<file path="src/rtl/lrc_pkg.sv">
`timescale 1ns / 1ps

package lrc_pkg;

    // geometry of the cache array
    localparam int MAX_SETS = 64;
    localparam int MAX_WAYS = 8;
    localparam int SET_W    = 6;
    localparam int WAY_W    = 3;
    localparam int RANK_W   = 3;

    // field widths
    localparam int ADDR_IN_W = 32;
    localparam int HIT_W     = 32;
    localparam int SETLOG_W  = 3;
    localparam int WAYCNT_W  = 4;

    // configuration register port
    localparam int PADDR_W = 3;
    localparam int PDATA_W = 32;

    // largest usable set count log2
    localparam logic [SETLOG_W-1:0] SETLOG_MAX = SETLOG_W'(SET_W);

    // register index, taken from paddr[2]
    typedef enum logic
    {
        REG_SET_COUNT_LOG2 = 1'b0,
        REG_WAY_COUNT      = 1'b1
    } reg_index_t;

    // input item
    typedef struct packed
    {
        logic [ADDR_IN_W-1:0] access_address;
    } access_t;

    // result item
    typedef struct packed
    {
        logic             hit;
        logic [SET_W-1:0] set_index;
        logic [WAY_W-1:0] way_index;
        logic [HIT_W-1:0] hit_total;
    } result_t;

    // outcome of one set lookup
    typedef struct packed
    {
        logic             hit;
        logic [WAY_W-1:0] way;
    } lookup_t;

    // rank of a way in a set that was never written
    function automatic logic [RANK_W-1:0] reset_rank(input int unsigned way);
        return RANK_W'(way);
    endfunction

endpackage

</file>
<file path="src/rtl/lrc_set_update.sv">
`timescale 1ns / 1ps

module lrc_set_update #(
    parameter int TAG_W = 32
) (
    input  logic                                           row_live,
    input  logic [lrc_pkg::WAYCNT_W-1:0]                   way_count,
    input  logic [TAG_W-1:0]                               tag,
    input  logic [lrc_pkg::MAX_WAYS-1:0]                   valid_in,
    input  logic [lrc_pkg::MAX_WAYS-1:0][lrc_pkg::RANK_W-1:0] rank_in,
    input  logic [lrc_pkg::MAX_WAYS-1:0][TAG_W-1:0]        tag_in,
    output lrc_pkg::lookup_t                               lookup,
    output logic [lrc_pkg::MAX_WAYS-1:0]                   valid_out,
    output logic [lrc_pkg::MAX_WAYS-1:0][lrc_pkg::RANK_W-1:0] rank_out,
    output logic [lrc_pkg::MAX_WAYS-1:0][TAG_W-1:0]        tag_out
);
    import lrc_pkg::*;

    logic [WAYCNT_W-1:0]              ways;
    logic [MAX_WAYS-1:0]              active;
    logic [MAX_WAYS-1:0]              valid_cur;
    logic [MAX_WAYS-1:0][RANK_W-1:0]  rank_cur;
    logic [MAX_WAYS-1:0]              match;
    logic                             hit;
    logic [WAY_W-1:0]                 hit_way;
    logic                             free_found;
    logic [WAY_W-1:0]                 free_way;
    logic [RANK_W-1:0]                best;
    logic [WAY_W-1:0]                 lru_way;
    logic [WAY_W-1:0]                 way;
    logic [RANK_W-1:0]                old_rank;

    // clamp the way count to 1..MAX_WAYS
    always_comb
    begin
        if (way_count == '0)
        begin
            ways = WAYCNT_W'(1);
        end
        else if (way_count > WAYCNT_W'(MAX_WAYS))
        begin
            ways = WAYCNT_W'(MAX_WAYS);
        end
        else
        begin
            ways = way_count;
        end
    end

    // a row never written reads as its reset contents
    always_comb
    begin
        for (int w = 0; w < MAX_WAYS; w++)
        begin
            active[w]    = WAYCNT_W'(w) < ways;
            valid_cur[w] = row_live & valid_in[w];
            rank_cur[w]  = row_live ? rank_in[w] : reset_rank(w);
            match[w]     = active[w] & valid_cur[w] & (tag_in[w] == tag);
        end
    end

    // lowest matching way and lowest free way
    always_comb
    begin
        hit_way    = '0;
        free_way   = '0;
        free_found = 1'b0;
        for (int w = MAX_WAYS - 1; w >= 0; w--)
        begin
            if (match[w])
            begin
                hit_way = WAY_W'(w);
            end
            if (active[w] && !valid_cur[w])
            begin
                free_way   = WAY_W'(w);
                free_found = 1'b1;
            end
        end
        hit = |match;
    end

    // oldest active way, lowest number on ties
    always_comb
    begin
        best    = rank_cur[0];
        lru_way = '0;
        for (int w = 1; w < MAX_WAYS; w++)
        begin
            if (active[w] && (rank_cur[w] > best))
            begin
                best    = rank_cur[w];
                lru_way = WAY_W'(w);
            end
        end
    end

    // pick the way, then age the younger ways and fill on a miss
    always_comb
    begin
        if (hit)
        begin
            way = hit_way;
        end
        else if (free_found)
        begin
            way = free_way;
        end
        else
        begin
            way = lru_way;
        end

        old_rank  = rank_cur[way];
        valid_out = valid_cur;
        tag_out   = tag_in;
        for (int w = 0; w < MAX_WAYS; w++)
        begin
            if (rank_cur[w] < old_rank)
            begin
                rank_out[w] = rank_cur[w] + RANK_W'(1);
            end
            else
            begin
                rank_out[w] = rank_cur[w];
            end
        end
        rank_out[way] = '0;
        if (!hit)
        begin
            valid_out[way] = 1'b1;
            tag_out[way]   = tag;
        end

        lookup.hit = hit;
        lookup.way = way;
    end
endmodule

</file>
<file path="config.mk">
export PLATFORM = sky130hd
export DESIGN_NAME = lrc_set_update
export DESIGN_NICKNAME = d
export VERILOG_FILES = /design/src/rtl/lrc_pkg.sv /design/src/rtl/lrc_set_update.sv
export SDC_FILE = /design/constraint.sdc
export NUM_CORES = 1
export LEC_CHECK = 0
export BUFFER_PORTS_ARGS = -buffer_cell sky130_fd_sc_hd__buf_2
export CAP_MARGIN = 10
export CORE_AREA = 2 2 240 242
export DETAILED_ROUTE_END_ITERATION = 10
export DIE_AREA = 0 0 242 244
export PLACE_DENSITY = 0.5
export SYNTH_ARGS = -nofsm -noshare
export SYNTH_HDL_FRONTEND = slang
export SYNTH_SLANG_ARGS = --single-unit
export TNS_END_PERCENT = 100
</file>
<file path="constraint.sdc">
create_clock -name vclk -period 27.1
set_clock_uncertainty 0.15 [all_clocks]
set_input_delay 2.71 -clock vclk [all_inputs]
set_output_delay 2.71 -clock vclk [all_outputs]
set_load 0.005 [all_outputs]
</file>
---- Yosys cells after proc, flatten, opt, wreduce, memory -nomap -nowiden ----
Cells that the tools add are included.
storage, ports and cells
  register bits after elaboration ......... 0
  word-level logic and storage cells ...... 163
  output and inout bits ................... 292
  input port bits ......................... 325
cells by class
  reduce and logical (&&, ||, !) cells .... 26
  add/subtract/negate cells ............... 8
  eq/ne operators ......................... 8
  muxes and demuxes ....................... 68
  bitwise gates (word level) .............. 27
  magnitude comparators ................... 26
operators by type and width
  operator                                                                      number
  256-bit bitwise mux                                                           1
  32-bit equality test                                                          8
  256-bit 2-to-1 mux                                                            1
  3-bit 2-to-1 mux                                                              48
  32-bit demux with 3-bit select                                                1
  32-bit 2-to-1 mux                                                             1
  3-bit by 1-bit adder with 3-bit output (second input constant)                8
  1-bit AND                                                                     24
  24-bit AND                                                                    1
  3-bit less-than comparator                                                    8
  24-bit inverter                                                               1
  3-bit > comparator                                                            7
  1-bit logical AND                                                             16
  3-bit by 4-bit less-than comparator with 1-bit output (first input constant)  4
  1-bit 2-to-1 mux                                                              10
  3-bit binary-select mux with 3-bit select                                     1
  3-bit demux with 3-bit select                                                 1
  1-bit zero test                                                               8
  1-bit by 4-bit less-than comparator with 1-bit output (first input constant)  2
  2-bit by 4-bit less-than comparator with 1-bit output (first input constant)  2
  4-bit 2-to-1 mux                                                              2
  8-bit 2-to-1 mux                                                              1
  8-bit bitwise OR                                                              1
  8-bit OR reduction                                                            1
  other kinds (5)                                                               5

---- Longest topological paths before layout ----
Gate-level depths: netlist (run 1).
  word-level depth ........................ 32
  depth in mapped cells ................... 64
  mapped depth without buffers ............ 60

---- Least setup slack after synthesis (run 1) ----
No wires, ideal clock.
  path type ............................... input to output
  start point ............................. input port row_live
  end point ............................... output port rank_out[2] in the netlist's numbering
  stages .................................. 56
  buffers on the path ..................... 4
  setup slack ............................. 8.734 ns
  required time ........................... 24.240 ns
  arrival time ............................ 15.506 ns
  path through ............................ buf_2 -> buf_1 -> buf_1 -> nand2_1 -> inv_1 -> ha_1 -> o21ai_0 -> o21ai_0 -> a211oi_1 -> o21ai_0 -> ha_1 -> nor2_1 -> nor2_1 -> a211oi_2 -> a21oi_1 -> maj3_1 -> or2_2 -> mux2_2 -> (+20 left out) -> a21oi_1 -> mux2_2 -> ha_1 -> a21o_1 -> a21oi_1 -> nor2_1 -> or4_1 -> o31ai_4 -> inv_2 -> buf_1 -> o21ai_0 -> a22oi_1 -> o221ai_1 -> ha_1 -> or2_2 -> a21oi_1 -> o21ai_1 -> mux2_1
RTL lines
  what         RTL line              text
  from (decl)  lrc_set_update.sv:6   input logic row_live,
  to (decl)    lrc_set_update.sv:14  output logic [lrc_pkg::MAX_WAYS-1:0][lrc_pkg::RANK_W-1:0] rank_out,

==> impl_metrics.prom, run 1 <==
# TYPE chip_impl_metric gauge
chip_impl_metric{name="vias",unit=""} 11900
chip_impl_metric{name="grt.total_usage",unit=""} 0.233
chip_impl_metric{name="gp_congestion",unit=""} 0.955
chip_impl_metric{name="timing.max_cap.violations",unit=""} 0
chip_impl_metric{name="critPathBufInv",unit=""} 4
chip_impl_metric{name="route.detailed.drc",unit=""} 0
chip_impl_metric{name="slew-limit-headroom",unit=""} 0.222
chip_impl_metric{name="syn_area_per_cell",unit="um2"} 7.77
chip_impl_metric{name="number_of_antenna_violations_at_the_first_check_in_global_routing",unit=""} 27
chip_impl_metric{name="final-seq-area",unit="um2"} 0
chip_impl_metric{name="tightestPinTransition",unit="ps"} 1160
chip_impl_metric{name="finalSetupViolations",unit=""} 0
chip_impl_info{name="status",value="finished clean"} 1
chip_impl_info{name="synth.area.top_cells",value="sky130_fd_sc_hd__mux2_2, sky130_fd_sc_hd__xor2_1, sky130_fd_sc_hd__xnor2_1"} 1
chip_impl_metric{name="number_of_nets_still_failing_antenna_checks_after_routing",unit=""} 0
chip_impl_info{name="worst_setup_path_start_kind",value="primary input"} 1
chip_impl_info{name="critical-path-top-cell-by-count",value="sky130_fd_sc_hd__ha_1"} 1
chip_impl_metric{name="number_of_buffers_inserted_by_post_cts_setup_repair",unit=""} 0
chip_impl_metric{name="final.clkbuf_count",unit=""} 0
chip_impl_info{name="synth.largest_area_cell",value="sky130_fd_sc_hd__mux2_2"} 1
chip_impl_metric{name="number_of_instances_resized_during_post_cts_repair",unit=""} 0
chip_impl_metric{name="mappedNetlistNets",unit=""} 1550
chip_impl_info{name="yosysMostFrequentCell",value="sky130_fd_sc_hd__mux2_2"} 1
chip_impl_info{name="critical-path-slowest-cell",value="sky130_fd_sc_hd__o221ai_1"} 1
chip_impl_metric{name="die_h",unit="um"} 244
chip_impl_metric{name="cts_stage_hold_buffer_count",unit=""} 0
chip_impl_metric{name="initial_core_util",unit=""} 0.164
chip_impl_metric{name="net_switching_power_of_the_design",unit="uW"} 214
chip_impl_metric{name="io_buffer_count",unit=""} 617
chip_impl_metric{name="power_density",unit="nW/um2"} 28.5
chip_impl_metric{name="dieWidth",unit="um"} 242
chip_impl_metric{name="power.combinational.fraction",unit=""} 1.000
chip_impl_metric{name="grt_pass1_vias",unit=""} 11700
chip_impl_metric{name="clkPwrFrac",unit=""} 0
chip_impl_metric{name="synth.lib_cells_used.distinct",unit=""} 75
chip_impl_metric{name="timing.critical_path.slowest_cell_delay",unit="ps"} 790
chip_impl_metric{name="switching_power_share_of_the_total",unit=""} 0.579
chip_impl_metric{name="detailedRoute.firstPassIterationCount",unit=""} 5
chip_impl_info{name="unrepaired_setup_endpoints_after_global_routing",value="false"} 1
chip_impl_metric{name="avgRoutedWirePerCell",unit="um"} 29.7
chip_impl_metric{name="synth-warning-count",unit=""} 0
chip_impl_metric{name="num-nets-final",unit=""} 2074
chip_impl_metric{name="layout-drive-gt1-share",unit=""} 0.535
chip_impl_info{name="path_delay_family",value="compound AO/OA/AOI/OAI gates"} 1
chip_impl_metric{name="n_sequential_cell",unit=""} 0
chip_impl_metric{name="seq_power_share",unit=""} 0
chip_impl_metric{name="vdd.ir_drop.worst",unit="mV"} 0.0130
chip_impl_info{name="post_synth_most_frequent_cells",value="sky130_fd_sc_hd__mux2_2, sky130_fd_sc_hd__xor2_1, sky130_fd_sc_hd__xnor2_1"} 1
chip_impl_metric{name="power.static_leakage",unit="uW"} 0.00572
chip_impl_metric{name="yosys.area.top_type_share",unit=""} 0.301
chip_impl_metric{name="placementRows",unit=""} 87
chip_impl_metric{name="post-route-min-period",unit="ps"} 20250
chip_impl_metric{name="syn-instance-count",unit=""} 1187
chip_impl_metric{name="grt_first_pass_wirelength",unit="mm"} 97.3
chip_impl_metric{name="fmax",unit="GHz"} 0.0494
chip_impl_metric{name="arrival",unit="ps"} 17390
chip_impl_info{name="end_kind",value="output pin"} 1
chip_impl_metric{name="dpl.hpwl",unit="mm"} 63.4
chip_impl_info{name="worstHoldPathType",value="primary input to output pin"} 1
chip_impl_info{name="path_class",value="primary input to output pin"} 1
chip_impl_metric{name="count_of_pins_on_the_block_boundary",unit=""} 617
chip_impl_metric{name="floorplan.die_area",unit="um2"} 59000
chip_impl_metric{name="max_fanout_on_critical_path",unit=""} 43
chip_impl_metric{name="mappedNetlistArea",unit="um2"} 9230
chip_impl_metric{name="fill_cells",unit=""} 6458
chip_impl_metric{name="power_report.internal_total",unit="uW"} 156
chip_impl_metric{name="final-hold-violation-count",unit=""} 0
chip_impl_metric{name="grt_start_max_net_pins",unit=""} 44
chip_impl_metric{name="global_route.overflow_total",unit=""} 0
chip_impl_metric{name="seq_area_frac_synth",unit=""} 0
chip_impl_metric{name="area_delta_synth_final",unit="%"} 40.7
chip_impl_metric{name="finalMaxSlewViolations",unit=""} 0
chip_impl_metric{name="totalNegativeSetupSlack",unit="ps"} 0
chip_impl_metric{name="fin_total_pwr",unit="uW"} 370
chip_impl_metric{name="vias_per_cell",unit=""} 4.81
chip_impl_metric{name="required",unit="ps"} 24240
chip_impl_metric{name="layout_worst_path_cycle_share",unit=""} 0.747
chip_impl_metric{name="routed_wl",unit="mm"} 73.5
chip_impl_metric{name="drtIter0Drc",unit=""} 792
chip_impl_metric{name="design.core.area",unit="um2"} 56200
worst paths after layout:
path        start  cells after the start      endpoint
max      row_live                     55   rank_out[2]
min   tag_in[100]                      3  tag_out[100]
layout by cell type (no fill, tap or decap), types with 4 or more instances in the layout:
| cell | n |
|---|---|
| sky130_fd_sc_hd__nand4_1 | 38 |
| sky130_fd_sc_hd__or4_1 | 5 |
| sky130_fd_sc_hd__mux2_2 | 247 |
| sky130_fd_sc_hd__a21oi_1 | 40 |
| sky130_fd_sc_hd__and2_1 | 10 |
| sky130_fd_sc_hd__buf_2 | 617 |
| sky130_fd_sc_hd__and3_1 | 5 |
| sky130_fd_sc_hd__xnor2_1 | 127 |
| sky130_fd_sc_hd__ha_1 | 38 |
| sky130_fd_sc_hd__inv_1 | 27 |
| sky130_fd_sc_hd__nor3_1 | 40 |
| sky130_fd_sc_hd__nor3b_1 | 7 |
| sky130_fd_sc_hd__nor4_1 | 36 |
| sky130_fd_sc_hd__nor2b_1 | 7 |
| sky130_fd_sc_hd__or2_2 | 7 |
| sky130_fd_sc_hd__nor2_1 | 62 |
| sky130_fd_sc_hd__a2111oi_4 | 5 |
| sky130_fd_sc_hd__nand2_1 | 59 |
| sky130_fd_sc_hd__o21ai_0 | 34 |
| sky130_fd_sc_hd__o21a_1 | 4 |
| sky130_fd_sc_hd__mux2_1 | 17 |
| sky130_fd_sc_hd__diode_2 | 15 |
| sky130_fd_sc_hd__nand2b_1 | 16 |
| sky130_fd_sc_hd__nand3_1 | 19 |
| sky130_fd_sc_hd__xor2_1 | 131 |
| sky130_fd_sc_hd__a211oi_1 | 5 |
| sky130_fd_sc_hd__a21o_1 | 5 |
| sky130_fd_sc_hd__buf_4 | 11 |
| sky130_fd_sc_hd__mux2i_1 | 6 |
| sky130_fd_sc_hd__o21ai_1 | 9 |
| sky130_fd_sc_hd__nand2_2 | 4 |
| sky130_fd_sc_hd__or3_1 | 5 |
routing by layer:
| layer | part of all wire | track usage |
|---|---|---|
| met5 | 0.0018 | 0 |
| met4 | 0.054 | 0.0986 |
| met3 | 0.063 | 0.0340 |
| met2 | 0.49 | 0.420 |
| met1 | 0.39 | 0.276 |
cell families (layout without fill, tap and decap cells):
| family | Yosys count | after routing | share of synthesized area |
|---|---|---|---|
| adder cells (fa/ha/maj) | 40 | 40 | 0.0537 |
| AND/OR/NAND/NOR | 336 | 336 | 0.190 |
| multiplexers | 272 | 272 | 0.332 |
| other | 0 | 15 | 0 |
| AO/OA/AOI/OAI | 146 | 146 | 0.121 |
| buffers and inverters | 135 | 657 | 0.0580 |
| XOR/XNOR | 258 | 258 | 0.245 |
stage by stage:
stage	util	std cells	hold WS [ps]	setup WS [ps]	instance area, um2
final	0.231	2480	5590	6850	13000
after global routing	0.231	2467	5600	5650	12900
after CTS	0.230	2465	5590	6830	12900
after detailed placement	0.230	2465	5590	6880	12900
after global placement	0.230	2465	5590	7150	12900
after floorplan	-	1187	5370	8730	9230
cell type report:
cell class / instances / area, um2 / share of cell area
timing repair buffer: 628 / 3170 / 0.244
multi-input combinational: 1052 / 8720 / 0.672
tap: 756 / 946 / 0.0729
antenna: 15 / 37.5 / 0.00289
inverter: 29 / 109 / 0.00838
power by group through the flow:
stage               sequential (uW)  combinational, uW   clock, uW
floorplan                         0                206           0
global placement                  0                365           0
detailed placement                0                368           0
CTS                               0                370           0
global route                      0                396  0.00000990
finish                            0                370   0.0000746
(Power assumes the default switching activity.)
==> run 2, diff against run 1 <==
clock period = 20.9 ns   (was 27.1 ns; I/O delays follow)
==> run 2 against run 1 <==
  * Hold slack worse by 1200 ps
  * Critical path type unchanged
  * Combinational power up 30%
  * First-iteration DRC count down 2.0%
==> impl_metrics.prom, run 2 (synthesis gave the netlist of run 1 again) <==
# TYPE chip_impl_metric gauge
chip_impl_metric{name="finalSetupViolations",unit=""} 0
chip_impl_metric{name="number_of_buffers_inserted_by_post_cts_setup_repair",unit=""} 0
chip_impl_metric{name="net_switching_power_of_the_design",unit="uW"} 278
chip_impl_metric{name="number_of_instances_resized_during_post_cts_repair",unit=""} 0
chip_impl_metric{name="seq_power_share",unit=""} 0
chip_impl_metric{name="max_fanout_on_critical_path",unit=""} 43
chip_impl_metric{name="post_layout_nonfiller_instances",unit=""} 2477
chip_impl_metric{name="totalNegativeSetupSlack",unit="ps"} 0
chip_impl_metric{name="slew-limit-headroom",unit=""} 0.225
chip_impl_metric{name="drtIter0Drc",unit=""} 776
chip_impl_metric{name="io_buffer_count",unit=""} 617
chip_impl_metric{name="final-seq-area",unit="um2"} 0
chip_impl_info{name="most_used_cells_in_the_layout_excluding_fill_and_tap_cells",value="sky130_fd_sc_hd__buf_2, sky130_fd_sc_hd__mux2_2, sky130_fd_sc_hd__xor2_1"} 1
chip_impl_metric{name="layout-drive-gt1-share",unit=""} 0.535
chip_impl_metric{name="finalHoldWorstSlack",unit="ps"} 4350
chip_impl_metric{name="area_delta_synth_final",unit="%"} 40.6
chip_impl_metric{name="dpl.hpwl",unit="mm"} 63.4
chip_impl_metric{name="tightestPinTransition",unit="ps"} 1160
chip_impl_info{name="end_kind",value="output pin"} 1
chip_impl_metric{name="power.combinational.fraction",unit=""} 1.000
chip_impl_metric{name="switching_power_share_of_the_total",unit=""} 0.579
chip_impl_metric{name="design.core.area",unit="um2"} 56200
chip_impl_metric{name="placementRows",unit=""} 87
chip_impl_metric{name="fmax",unit="GHz"} 0.0519
chip_impl_metric{name="routed_wl",unit="mm"} 73.7
chip_impl_metric{name="final.clkbuf_count",unit=""} 0
chip_impl_metric{name="global_route.overflow_total",unit=""} 0
chip_impl_metric{name="dieWidth",unit="um"} 242
chip_impl_metric{name="number_of_antenna_violations_at_the_first_check_in_global_routing",unit=""} 29
chip_impl_info{name="unrepaired_setup_endpoints_after_global_routing",value="false"} 1
chip_impl_metric{name="required",unit="ps"} 18660
chip_impl_metric{name="layout_worst_path_cycle_share",unit=""} 0.923
chip_impl_metric{name="grt_start_max_net_pins",unit=""} 44
chip_impl_metric{name="timing.max_cap.violations",unit=""} 0
chip_impl_metric{name="fin_total_pwr",unit="uW"} 481
chip_impl_metric{name="cts_stage_hold_buffer_count",unit=""} 0
chip_impl_metric{name="fill_cells",unit=""} 6464
chip_impl_metric{name="vdd.ir_drop.worst",unit="mV"} 0.0168
chip_impl_metric{name="number_of_nets_still_failing_antenna_checks_after_routing",unit=""} 0
chip_impl_metric{name="n_sequential_cell",unit=""} 0
chip_impl_metric{name="post-route-min-period",unit="ps"} 19290
chip_impl_metric{name="power_density",unit="nW/um2"} 37.0
chip_impl_info{name="status",value="finished clean"} 1
chip_impl_info{name="critical-path-top-cell-by-count",value="sky130_fd_sc_hd__ha_1"} 1
chip_impl_metric{name="detailedRoute.firstPassIterationCount",unit=""} 5
chip_impl_metric{name="initial_core_util",unit=""} 0.164
chip_impl_metric{name="final-hold-violation-count",unit=""} 0
chip_impl_info{name="critical-path-slowest-cell",value="sky130_fd_sc_hd__o221ai_1"} 1
chip_impl_metric{name="vias",unit=""} 12000
chip_impl_metric{name="grt_first_pass_wirelength",unit="mm"} 96.8
chip_impl_info{name="worstHoldPathType",value="primary input to output pin"} 1
chip_impl_metric{name="power_report.internal_total",unit="uW"} 202
chip_impl_info{name="worst_setup_path_start_kind",value="primary input"} 1
chip_impl_metric{name="number_of_placed_cells_counting_well_taps",unit=""} 2465
chip_impl_metric{name="vias_per_cell",unit=""} 4.83
chip_impl_metric{name="finalMaxSlewViolations",unit=""} 0
chip_impl_metric{name="avgRoutedWirePerCell",unit="um"} 29.7
chip_impl_metric{name="arrival",unit="ps"} 17050
chip_impl_metric{name="floorplan.die_area",unit="um2"} 59000
chip_impl_metric{name="count_of_pins_on_the_block_boundary",unit=""} 617
chip_impl_metric{name="gp_congestion",unit=""} 0.951
chip_impl_metric{name="die_h",unit="um"} 244
chip_impl_metric{name="power.static_leakage",unit="uW"} 0.00572
chip_impl_metric{name="num-nets-final",unit=""} 2074
chip_impl_metric{name="grt.total_usage",unit=""} 0.233
chip_impl_metric{name="clkPwrFrac",unit=""} 0
chip_impl_metric{name="timing.critical_path.slowest_cell_delay",unit="ps"} 860
chip_impl_metric{name="route.detailed.drc",unit=""} 0
chip_impl_info{name="layout.cells.most_common",value="sky130_fd_sc_hd__buf_2"} 1
chip_impl_metric{name="grt_pass1_vias",unit=""} 11700
chip_impl_info{name="path_class",value="primary input to output pin"} 1
==> run 2: changes by cell type in the layout (fill, tap and decap cells not counted) <==
| cell | previous run | this run |
|---|---|---|
| sky130_fd_sc_hd__diode_2 | 15 | 12 |
==> run 2: layout make-up <==
| class | instances | area, um2 | share of cell area |
|---|---|---|---|
| multi-input cells | 1052 | 8720 | 0.672 |
| repair buffers | 628 | 3170 | 0.244 |
| well taps | 756 | 946 | 0.0729 |
| inverters | 29 | 109 | 0.00839 |
| diodes | 12 | 30.0 | 0.00231 |
==> run 2: layer usage <==
layer	track usage	up-vias	routed length [um]
met5	0	-	151
met1	0.275	5858	28800
met3	0.0357	136	4430
met4	0.113	22	4530
li1	-	5322	-
met2	0.413	617	35700
==> run 2: worst max-delay path, delay by kind of cell <==
kind                       cells  cell delay (ps)
AOI/OAI and AO/OA             25             6790
muxes                          5             1880
adders and majority gates      9             2710
buffers and inverters          4             1110
and+or+nand+nor               11             2460
==> run 2: through the flow <==
step / utilization / worst slack, ps / area (um2)
after floorplan: - / 3770 / 9230
after CTS: 0.230 / 1760 / 12900
after detailed placement: 0.230 / 1820 / 12900
after global placement: 0.230 / 2170 / 12900
final: 0.231 / 1610 / 13000
after global routing: 0.231 / 510 / 12900
==> run 2: worst paths after layout <==
path | depth (start not counted) | endpoint | start | slack, ps
worst max-delay path | 54 | rank_out[2] | row_live | 1610
worst min-delay path | 3 | tag_out[13] | tag_in[13] | 4350
==> run 2: power groups by stage <==
stage | combinational (uW) | sequential [uW] | clock [uW]
detailed placement | 477 | 0 | 0
CTS | 480 | 0 | 0
global placement | 474 | 0 | 0
floorplan | 267 | 0 | 0
finish | 481 | 0 | 0.0000776
global route | 514 | 0 | 0.0000128
==> run 3, diff against run 2 <==
ABC_AREA = 1   (was unset)
CORE_AREA = 2 2 241 243   (was 2 2 240 242)
DIE_AREA = 0 0 243 245   (was 0 0 242 244)
PLACE_DENSITY = 0.49   (was 0.5)
clock period = 18.27 ns   (was 20.9 ns; I/O delays follow)
==> run 3 against run 2 <==
  * Sequential share of layout area did not move
  * Non-clock buffer count rose by 23
  * First-iteration DRC count increased by 56%
  * Global-route usage up 2.7 points
  * Via count grew 20%
  * Largest cell class unchanged
  * Highest routed layer unchanged
==> impl_metrics.prom, run 3 <==
# TYPE chip_impl_metric gauge
chip_impl_metric{name="grt_first_pass_wirelength",unit="mm"} 108
chip_impl_metric{name="synth.lib_cells_used.distinct",unit=""} 46
chip_impl_metric{name="io_buffer_count",unit=""} 617
chip_impl_info{name="yosysMostFrequentCell",value="sky130_fd_sc_hd__nand2_1"} 1
chip_impl_metric{name="post-route-min-period",unit="ps"} 14640
chip_impl_metric{name="vias",unit=""} 14300
chip_impl_metric{name="n_sequential_cell",unit=""} 0
chip_impl_info{name="most_used_cells_in_the_layout_excluding_fill_and_tap_cells",value="sky130_fd_sc_hd__buf_2, sky130_fd_sc_hd__nand2_1, sky130_fd_sc_hd__o21ai_0"} 1
chip_impl_info{name="critical-path-slowest-cell",value="sky130_fd_sc_hd__nor4_2"} 1
chip_impl_metric{name="design.core.area",unit="um2"} 57000
chip_impl_metric{name="global_route.overflow_total",unit=""} 0
chip_impl_info{name="end_kind",value="output pin"} 1
chip_impl_metric{name="route.detailed.drc",unit=""} 0
chip_impl_metric{name="die_h",unit="um"} 245
chip_impl_metric{name="tightestPinTransition",unit="ps"} 1210
chip_impl_metric{name="pre_cts_ws",unit="ps"} 3670
chip_impl_info{name="synth.area.top_cells",value="sky130_fd_sc_hd__nand2_1, sky130_fd_sc_hd__o21ai_0, sky130_fd_sc_hd__xnor2_1"} 1
chip_impl_metric{name="number_of_nets_still_failing_antenna_checks_after_routing",unit=""} 0
chip_impl_metric{name="detailedRoute.firstPassIterationCount",unit=""} 5
chip_impl_info{name="path_delay_family",value="simple AND/OR/NAND/NOR gates"} 1
chip_impl_metric{name="max_fanout_on_critical_path",unit=""} 22
chip_impl_metric{name="syn_area_per_cell",unit="um2"} 5.20
chip_impl_info{name="layout.cells.most_common",value="sky130_fd_sc_hd__buf_2"} 1
chip_impl_metric{name="final-seq-area",unit="um2"} 0
chip_impl_metric{name="seq_area_frac_synth",unit=""} 0
chip_impl_metric{name="floorplan.die_area",unit="um2"} 59500
chip_impl_metric{name="layout-drive-gt1-share",unit=""} 0.349
chip_impl_metric{name="drtIter0Drc",unit=""} 1207
chip_impl_metric{name="timing.critical_path.slowest_cell_delay",unit="ps"} 970
chip_impl_metric{name="arrival",unit="ps"} 12660
chip_impl_metric{name="cts_stage_hold_buffer_count",unit=""} 0
chip_impl_metric{name="totalNegativeSetupSlack",unit="ps"} 0
chip_impl_metric{name="dpl.hpwl",unit="mm"} 67.6
chip_impl_info{name="unrepaired_setup_endpoints_after_global_routing",value="false"} 1
chip_impl_metric{name="routed_wl",unit="mm"} 82.0
chip_impl_info{name="synth.largest_area_cell",value="sky130_fd_sc_hd__nand2_1"} 1
chip_impl_metric{name="initial_core_util",unit=""} 0.147
chip_impl_metric{name="num-nets-final",unit=""} 2511
chip_impl_info{name="worst_setup_path_start_kind",value="primary input"} 1
chip_impl_metric{name="layout_setup_ws",unit="ps"} 3630
chip_impl_metric{name="finalMaxSlewViolations",unit=""} 0
chip_impl_metric{name="multiInputGateArea",unit="um2"} 7460
chip_impl_info{name="path_class",value="primary input to output pin"} 1
chip_impl_metric{name="layout_worst_path_cycle_share",unit=""} 0.801
chip_impl_metric{name="final.clkbuf_count",unit=""} 0
chip_impl_metric{name="count_of_pins_on_the_block_boundary",unit=""} 617
chip_impl_metric{name="finalSetupViolations",unit=""} 0
chip_impl_metric{name="fill_cells",unit=""} 6955
chip_impl_metric{name="area_delta_synth_final",unit="%"} 45.8
chip_impl_metric{name="grt_start_max_net_pins",unit=""} 66
chip_impl_metric{name="final-hold-violation-count",unit=""} 0
chip_impl_metric{name="mappedNetlistNets",unit=""} 1978
chip_impl_metric{name="slew-limit-headroom",unit=""} 0.192
chip_impl_metric{name="number_of_buffers_inserted_by_post_cts_setup_repair",unit=""} 0
chip_impl_metric{name="dieWidth",unit="um"} 243
chip_impl_metric{name="gp_congestion",unit=""} 0.960
chip_impl_metric{name="yosys.area.top_type_share",unit=""} 0.226
chip_impl_metric{name="fmax",unit="GHz"} 0.0683
chip_impl_metric{name="vias_per_cell",unit=""} 4.91
chip_impl_info{name="status",value="finished clean"} 1
chip_impl_metric{name="synth-warning-count",unit=""} 0
chip_impl_metric{name="required",unit="ps"} 16290
chip_impl_metric{name="critPathBufInv",unit=""} 14
chip_impl_metric{name="number_of_antenna_violations_at_the_first_check_in_global_routing",unit=""} 21
chip_impl_info{name="post_synth_most_frequent_cells",value="sky130_fd_sc_hd__nand2_1, sky130_fd_sc_hd__o21ai_0, sky130_fd_sc_hd__inv_1"} 1
chip_impl_metric{name="grt_pass1_vias",unit=""} 13000
chip_impl_metric{name="syn-instance-count",unit=""} 1615
chip_impl_metric{name="grt.total_usage",unit=""} 0.261
chip_impl_metric{name="placementRows",unit=""} 88
chip_impl_metric{name="timing.max_cap.violations",unit=""} 0
chip_impl_metric{name="number_of_instances_resized_during_post_cts_repair",unit=""} 0
chip_impl_metric{name="mappedNetlistArea",unit="um2"} 8400
chip_impl_metric{name="avgRoutedWirePerCell",unit="um"} 28.1
chip_impl_info{name="worstHoldPathType",value="primary input to output pin"} 1
==> run 3: cell count changes after synthesis, moves of 38 or more <==
cell / delta
sky130_fd_sc_hd__o21ai_0: +224
sky130_fd_sc_hd__xnor2_1: -61
sky130_fd_sc_hd__o21ai_1: +49
sky130_fd_sc_hd__nand2_1: +443
sky130_fd_sc_hd__nor3_1: -38
sky130_fd_sc_hd__xor2_1: -100
sky130_fd_sc_hd__inv_1: +80
sky130_fd_sc_hd__o22ai_1: +41
sky130_fd_sc_hd__mux2_2: -247
==> run 3: cell families after synthesis <==
kind of cell,count (synthesis),synth area share
AOI/OAI and AO/OA,462,0.311
xor gates and xnor gates,97,0.101
adders and majority gates,38,0.0566
buffers and inverters,239,0.115
and+or+nand+nor,779,0.416
==> run 3: stage by stage <==
step	utilization	cells	hold slack [ps]	area [um2]
5_1_grt	0.214	2912	3830	12200
3_5_place_dp	0.214	2910	3800	12200
2_1_floorplan	-	1615	3610	8400
3_3_place_gp	0.214	2910	3800	12200
6_report	0.215	2922	3800	12200
4_1_cts	0.214	2910	3800	12200
==> run 3: metal layers <==
layer  vias to the layer above  GRT usage  share of wire
met3                       125     0.0517          0.093
met2                       863      0.435           0.46
met5                         -          0         0.0015
met4                        20     0.0875          0.041
li1                       6555          -              -
met1                      6772      0.334           0.41
==> run 3: worst paths after layout <==
check,startpoint,end,depth (start not counted)
hold / removal,tag_in[100],tag_out[100],4
setup / recovery,row_live,rank_out[19],68
==> run 3: layout make-up <==
class,instances,area share
Tap cell,765,0.0782
Antenna cell,11,0.00225
Multi-Input combinational cell,1376,0.609
Inverter,119,0.0366
Timing Repair Buffer,651,0.274
